$ cat src/sv/psp_pkg.sv
`timescale 1ns / 1ps
// ----------------------------------------------------------------------------
// psp_pkg
// Shared types, codes and helpers for the parallel slave port.
// ----------------------------------------------------------------------------
package psp_pkg;

	localparam int DATA_WIDTH = 8;
	localparam int BYTE_W     = 8;

	localparam logic [1:0] ACT_PIN    = 2'd0;
	localparam logic [1:0] ACT_CPU_WR = 2'd1;
	localparam logic [1:0] ACT_CPU_RD = 2'd2;

	localparam logic [1:0] PH_INACTIVE = 2'd0;
	localparam logic [1:0] PH_READ     = 2'd1;
	localparam logic [1:0] PH_WRITE    = 2'd2;

	typedef logic [DATA_WIDTH-1:0] data_t;
	typedef logic [BYTE_W-1:0]     byte_t;

	typedef struct packed {
		logic [1:0] action;
		logic       chip_select_n;
		logic       read_strobe_n;
		logic       write_strobe_n;
		byte_t      bus_data;
		byte_t      cpu_data;
	} item_t;

	typedef struct packed {
		logic  bus_drive;
		byte_t bus_out;
		byte_t read_data;
		logic  input_full;
		logic  output_full;
		logic  input_overflow;
		logic  interrupt_pulse;
		logic  strobe_error;
	} result_t;

	// byte lane to latch width: extra latch bits are zero
	function automatic data_t data_from_byte(input byte_t b);
		data_t r;
		r = '0;
		for (int i = 0; i < DATA_WIDTH; i++) begin
			if (i < BYTE_W) begin
				r[i] = b[i];
			end
		end
		return r;
	endfunction

	// latch to byte lane: masked to eight bits
	function automatic byte_t byte_from_data(input data_t d);
		byte_t r;
		r = '0;
		for (int i = 0; i < BYTE_W; i++) begin
			if (i < DATA_WIDTH) begin
				r[i] = d[i];
			end
		end
		return r;
	endfunction

endpackage

$ cat src/sv/psp_core.sv
`timescale 1ns / 1ps
// ----------------------------------------------------------------------------
// psp_core
// Port state (phase, latches, flags, mode) and the per-transfer update.
// ----------------------------------------------------------------------------
module psp_core import psp_pkg::*; (
	input  logic    clk,
	input  logic    arst_n,
	input  logic    cfg_wr_en,
	input  logic    cfg_wr_data,
	input  logic    advance,
	input  item_t   item,
	output result_t result
);

	logic       mode_q;
	logic [1:0] phase_q, phase_d;
	data_t      out_latch_q, out_latch_d;
	data_t      in_latch_q, in_latch_d;
	logic       ibf_q, ibf_d;
	logic       obf_q, obf_d;
	logic       ibov_q, ibov_d;
	logic       irq, err;
	logic       cs, rd, wr;

	assign cs = !item.chip_select_n;
	assign rd = !item.read_strobe_n;
	assign wr = !item.write_strobe_n;

	always_comb begin
		phase_d     = phase_q;
		out_latch_d = out_latch_q;
		in_latch_d  = in_latch_q;
		ibf_d       = ibf_q;
		obf_d       = obf_q;
		ibov_d      = ibov_q;
		irq         = 1'b0;
		err         = 1'b0;
		if (advance && mode_q) begin
			unique case (item.action)
				ACT_PIN: begin
					if (cs && rd && wr) begin
						err     = 1'b1;
						phase_d = PH_INACTIVE;
					end else if (cs && rd) begin
						obf_d   = 1'b0;
						phase_d = PH_READ;
					end else if (cs && wr) begin
						in_latch_d = data_from_byte(item.bus_data);
						phase_d    = PH_WRITE;
					end else begin
						// phase end, also rd+wr without select
						irq = (phase_q != PH_INACTIVE);
						if (phase_q == PH_WRITE) begin
							if (ibf_q) begin
								ibov_d = 1'b1;
							end else begin
								ibf_d = 1'b1;
							end
						end
						phase_d = PH_INACTIVE;
					end
				end
				ACT_CPU_WR: begin
					obf_d       = 1'b1;
					out_latch_d = data_from_byte(item.cpu_data);
				end
				ACT_CPU_RD: begin
					ibf_d = 1'b0;
				end
				default: ;
			endcase
		end
	end

	always_comb begin
		result.bus_drive       = (phase_d == PH_READ);
		result.bus_out         = byte_from_data(out_latch_d);
		result.read_data       = byte_from_data(in_latch_d);
		result.input_full      = ibf_d;
		result.output_full     = obf_d;
		result.input_overflow  = ibov_d;
		result.interrupt_pulse = irq;
		result.strobe_error    = err;
	end

	always_ff @(posedge clk or negedge arst_n) begin
		if (!arst_n) begin
			mode_q      <= 1'b0;
			phase_q     <= PH_INACTIVE;
			out_latch_q <= '0;
			in_latch_q  <= '0;
			ibf_q       <= 1'b0;
			obf_q       <= 1'b0;
			ibov_q      <= 1'b0;
		end else begin
			if (cfg_wr_en) begin
				mode_q <= cfg_wr_data;
			end
			phase_q     <= phase_d;
			out_latch_q <= out_latch_d;
			in_latch_q  <= in_latch_d;
			ibf_q       <= ibf_d;
			obf_q       <= obf_d;
			ibov_q      <= ibov_d;
		end
	end

	a_frozen_when_off: assert property (@(posedge clk) disable iff (!arst_n)
		(advance && !mode_q) |=> $stable({ibf_q, obf_q, ibov_q, phase_q}))
		else $error("port state changed with port mode off");

	a_ovf_needs_full: assert property (@(posedge clk) disable iff (!arst_n)
		$rose(ibov_q) |-> $past(ibf_q))
		else $error("overflow set while input buffer was empty");

	a_obf_from_cpu_wr: assert property (@(posedge clk) disable iff (!arst_n)
		$rose(obf_q) |-> $past(advance && mode_q && item.action == ACT_CPU_WR))
		else $error("output-full set without a CPU write");

	a_ibf_clr_from_cpu_rd: assert property (@(posedge clk) disable iff (!arst_n)
		$fell(ibf_q) |-> $past(advance && mode_q && item.action == ACT_CPU_RD))
		else $error("input-full cleared without a CPU read");

endmodule

$ cat src/sv/parallel_slave_port.sv
`timescale 1ns / 1ps
// Path: input register holds a taken transfer; result register drives its result out.
// Throughput: one transfer per cycle unless out_stall holds a full result register; the
// input register refills in the same cycle it hands its item to the result register.
// Reset (arst_n low, asynchronous): port mode off, phase inactive, latches zero,
// all flags clear, both pipeline stages empty.
// ----------------------------------------------------------------------------
// parallel_slave_port
// Top level: input register, port state update, result register.
// ----------------------------------------------------------------------------
module parallel_slave_port import psp_pkg::*; (
	input  logic       clk,
	input  logic       arst_n,
	input  logic       cfg_wr_en,
	input  logic       cfg_wr_data,
	input  logic       in_valid,
	output logic       in_stall,
	input  logic [1:0] action,
	input  logic       chip_select_n,
	input  logic       read_strobe_n,
	input  logic       write_strobe_n,
	input  byte_t      bus_data,
	input  byte_t      cpu_data,
	output logic       out_valid,
	input  logic       out_stall,
	output logic       bus_drive,
	output byte_t      bus_out,
	output byte_t      read_data,
	output logic       input_full,
	output logic       output_full,
	output logic       input_overflow,
	output logic       interrupt_pulse,
	output logic       strobe_error
);

	logic    valid_s1;
	item_t   item_s1;
	logic    valid_s2;
	result_t res_s2;
	result_t res;
	logic    out_free;
	logic    advance;
	logic    in_take;

	assign out_free = !valid_s2 || !out_stall;
	assign advance  = valid_s1 && out_free;
	assign in_stall = valid_s1 && !out_free;
	assign in_take  = in_valid && !in_stall;

	always_ff @(posedge clk or negedge arst_n) begin
		if (!arst_n) begin
			valid_s1 <= 1'b0;
		end else if (in_take) begin
			valid_s1 <= 1'b1;
		end else if (advance) begin
			valid_s1 <= 1'b0;
		end
	end

	always_ff @(posedge clk) begin
		if (in_take) begin
			item_s1.action         <= action;
			item_s1.chip_select_n  <= chip_select_n;
			item_s1.read_strobe_n  <= read_strobe_n;
			item_s1.write_strobe_n <= write_strobe_n;
			item_s1.bus_data       <= bus_data;
			item_s1.cpu_data       <= cpu_data;
		end
	end

	psp_core u_core (
		.clk         (clk),
		.arst_n      (arst_n),
		.cfg_wr_en   (cfg_wr_en),
		.cfg_wr_data (cfg_wr_data),
		.advance     (advance),
		.item        (item_s1),
		.result      (res)
	);

	always_ff @(posedge clk or negedge arst_n) begin
		if (!arst_n) begin
			valid_s2 <= 1'b0;
		end else if (advance) begin
			valid_s2 <= 1'b1;
		end else if (!out_stall) begin
			valid_s2 <= 1'b0;
		end
	end

	always_ff @(posedge clk) begin
		if (advance) begin
			res_s2 <= res;
		end
	end

	assign out_valid       = valid_s2;
	assign bus_drive       = res_s2.bus_drive;
	assign bus_out         = res_s2.bus_out;
	assign read_data       = res_s2.read_data;
	assign input_full      = res_s2.input_full;
	assign output_full     = res_s2.output_full;
	assign input_overflow  = res_s2.input_overflow;
	assign interrupt_pulse = res_s2.interrupt_pulse;
	assign strobe_error    = res_s2.strobe_error;

endmodule

$ cat config.mk
export PLATFORM = sky130hd
export DESIGN_NAME = parallel_slave_port
export DESIGN_NICKNAME = d
export VERILOG_FILES = /design/src/sv/psp_pkg.sv /design/src/sv/psp_core.sv /design/src/sv/parallel_slave_port.sv
export SDC_FILE = /design/constraint.sdc
export NUM_CORES = 1
export LEC_CHECK = 0
export BUFFER_PORTS_ARGS = -buffer_cell sky130_fd_sc_hd__buf_4
export CORE_MARGIN = 2
export CORE_UTILIZATION = 57
export CTS_CLUSTER_DIAMETER = 50
export DETAILED_ROUTE_END_ITERATION = 7
export PLACE_DENSITY = 0.83
export SYNTH_ARGS = -nofsm -noshare
export SYNTH_HDL_FRONTEND = slang
export SYNTH_SLANG_ARGS = --single-unit
$ cat constraint.sdc
create_clock -name clk -period 3.75 [get_ports clk]
set_input_delay 0.375 -clock clk [delete_from_list [all_inputs] [get_ports clk]]
set_output_delay 0.375 -clock clk [all_outputs]
set_load 0.1 [all_outputs]
==> results.md <==
* CP peak stage delay at 0.76 ns
* Setup TNS at 0 ns
* Top sig layer: met4
* Outcome: finished, final reports clean
* Via count at approximately 1.2k
* Core area at ~0.004 mm^2
* Setup violators final at 0
* Layout cells sized above 1 at about half
* Rows at 23
* Synth Area per Inst at around 20 um^2
* Met3 routed WL at about 180 um
* Clock-pin slew on the worst setup and hold paths at about 0.07 ns
* Clk buf depth at 2
* First-pass GRT wire length at around 6.3 mm
* CP required at between 3 and 4 ns
* Final Hold Fails at 0
* Sequential share of power at a little over half
* Met1 Routed Length at between 1 and 1.5 mm
* Antenna cell count at 0
* H-tree Lvls at 3
* Cells after Synth at between 100 and 150
* RePlAce Congestion at 0.843
* Clock Power Share at between 20% and 30%
* Post-Route WL at between 3 and 4 mm
* Synth top area cells: edfxtp_1, dfrtp_1, mux2_2, nand4b_4, nand4_4
* Wire per inst at between 15 and 20 um
* GRT overflow at 0
* Vias in the first global route at 1,275
* Die W at roughly 68 um
* Layout overhead on the synthesized area at 25.4%
* RSZ-0062 raised after global routing: false
* Crit path cell chain: a21boi_4, nand4_4, mux2_2
* Number of flops mapped to enable cells by yosys at between 40 and 50
* CTS buffer count at 9
* Post-synth top area share at 55.3%
* Top FF cell, synth: edfxtp_1
* Final min period at approximately 2.2 ns
* Max_cap viols at 0
* Power Density at slightly above 600 mW/mm^2
* Iteration-0 DRC Markers at 74
* Number of remaining DRC errors at 0
* Vias/cell at 5.22
* Crit Path Category: register to register
* Worst VDD drop at approximately 0.35 mV
* Initial Util at 58.8%
* Hpwl dp at 2.60 mm
* Largest net degree at the start of global routing at 30
* Slowest cell on crit path: a21boi_4
* Fillers at 245
* Synth async-reset ratio at 35.8%
* Sw power at between 500 and 600 uW
* Design Power at 1.81 mW
* Mapped cell area at about 0.0023 mm^2
* Skew final at 0.00628 ns
* DIE HEIGHT at 68 um
* Comb pwr share at 22.2%
* Startpoint Class: register
* Multi-input gate area at about 420 um^2
* GRT Total Usage at approximately a fifth
* Top Ports at 51
* Clk Tree Root Cell: clkbuf_8
* Worst setup EP type: register
* Arr. time, crit path at around 2.3 ns
* Register Area at approximately 0.0019 mm^2
* Clk_lat worst skew at between 0.3 and 0.4 ns
* Die ar. at between 0.004 and 0.005 mm^2
* Antenna-violating nets left at 0
* WL met2 at ~2.3 mm
* Static Leak at between 1 and 1.5 nW
* Yosys cell types at 26
* Initial antenna violation count at 0
* Leading area contributor after synthesis: edfxtp_1
* Slew margin rel. at a little over a third
* Final cycle utilization of the critical path at 58.7%
* Register area share after synthesis at about four fifths
* Slew @ Worst Pin at a little under 1 ns
* # clock sinks at 67
* DR pass1 iterations at 5
* CTS tree: done
* Sw Share at 31.5%
* Net Count, Synth at ~140
* Final nets at between 200 and 250
* Pins Over Slew Limit at 0
* Max Freq at ~0.45 GHz
* Worst hold path type: primary input to register
* Finished Core Util at about three quarters
* Synthesis-stage register bit count at 67
* IO Port Bufs at 50
* Worst-path fanout max at 29
* Cell internal pwr at ~1.2 mW
* YS warnings at 0
[flip-flops by register name, summed over array words and instances (netlist names), 2 cells and up]
register,count
item_s1,21
read_data,8
u_core.out_latch_q,8
u_core.in_latch_q,8
u_core.phase_q,2
bus_out,8
[layout by cell type, fill, tap and decap left out, drive strengths merged, types with 2 or more instances in the layout]
master	count
buf	50
edfxtp	43
dfrtp	24
mux2	17
clkbuf	11
inv	5
clkinv	4
nor2	3
nand3	2
nand2b	2
and4b	2
nand4b	2
nor3b	2
a21o	2
[worst max-delay path, delay by kind of cell, from the launching register on]
family	cells	cell delay [ns]
multiplexers	1	0.39
AO/OA/AOI/OAI	1	0.76
AND/OR/NAND/NOR	1	0.36
flip-flops	1	0.44
[layout make-up]
type,instances,share of cell area [%]
clock buffer,11,4.49
clock inverter,4,0.641
inverter,5,0.641
multi-input combinational,43,14.3
sequential,67,64.6
tap,50,2.14
timing repair buffer,51,13.2
[metrics by stage]
| stage | area [um^2] | hold slack (ns) | cells | setup WS [ns] |
|---|---|---|---|---|
| global route | 2930 | 0.208 | 231 | 1.36 |
| global placement | 2770 | 0.291 | 215 | 1.52 |
| finish | 2930 | 0.229 | 231 | 1.55 |
| detailed placement | 2770 | 0.300 | 215 | 1.47 |
| CTS | 2930 | 0.209 | 231 | 1.52 |
| floorplan | 2330 | 0.0794 | 116 | 1.37 |
[repair_timing]
action	4_1_cts	5_1_grt
resized for setup	0	0
hold buffers	1	0
hold endpoints to repair	24	0
setup buffers	0	0
[routing by layer]
| metal | global-route usage (%) | vias to the layer above |
|---|---|---|
| li1 | - | 562 |
| met5 | 0 | - |
| met3 | 5.76 | 4 |
| met4 | 11.5 | 0 |
| met1 | 22.4 | 592 |
| met2 | 34.3 | 48 |
[power groups by stage]
stage | Clock (mW) | Sequential, mW | Combinational, mW
2_1_floorplan | 0 | 1.18 | 0.0891
3_3_place_gp | 0 | 0.953 | 0.390
5_1_grt | 0.512 | 0.956 | 0.420
4_1_cts | 0.477 | 0.946 | 0.405
6_report | 0.462 | 0.945 | 0.403
3_5_place_dp | 0 | 0.960 | 0.403
[cell usage after synthesis (2+ instances only)]
cell and n:
mux2_2 17, dfrtp_1 24, nor2_1 3, and4b_1 2, edfxtp_1 43, nand3_1 2
inv_1 5, nand2b_1 2
[final timing paths]
path / startpoint / cells after the start / slack [ns] / endpoint
min in group asynchronous: arst_n / 2 / 0.50 / u_core.in_latch_q[3]
min reg2reg: u_core.in_latch_q[0] / 1 / 0.50 / u_core.in_latch_q[0]
max: out_valid / 3 / 1.55 / read_data[2]
min: cpu_data[5] / 1 / 0.23 / item_s1[5]
max in group asynchronous: arst_n / 2 / 3.00 / u_core.out_latch_q[7]
max reg2reg: out_valid / 3 / 1.55 / read_data[2]
[cell families after synthesis]
| family | count (synthesis) | synth area share [%] |
|---|---|---|
| buffers and inverters | 6 | 1.02 |
| AOI/OAI and AO/OA | 9 | 3.32 |
| and+or+nand+nor | 17 | 6.43 |
| DFF | 67 | 81.0 |
| muxes | 17 | 8.20 |
(Power assumes the default switching activity.)
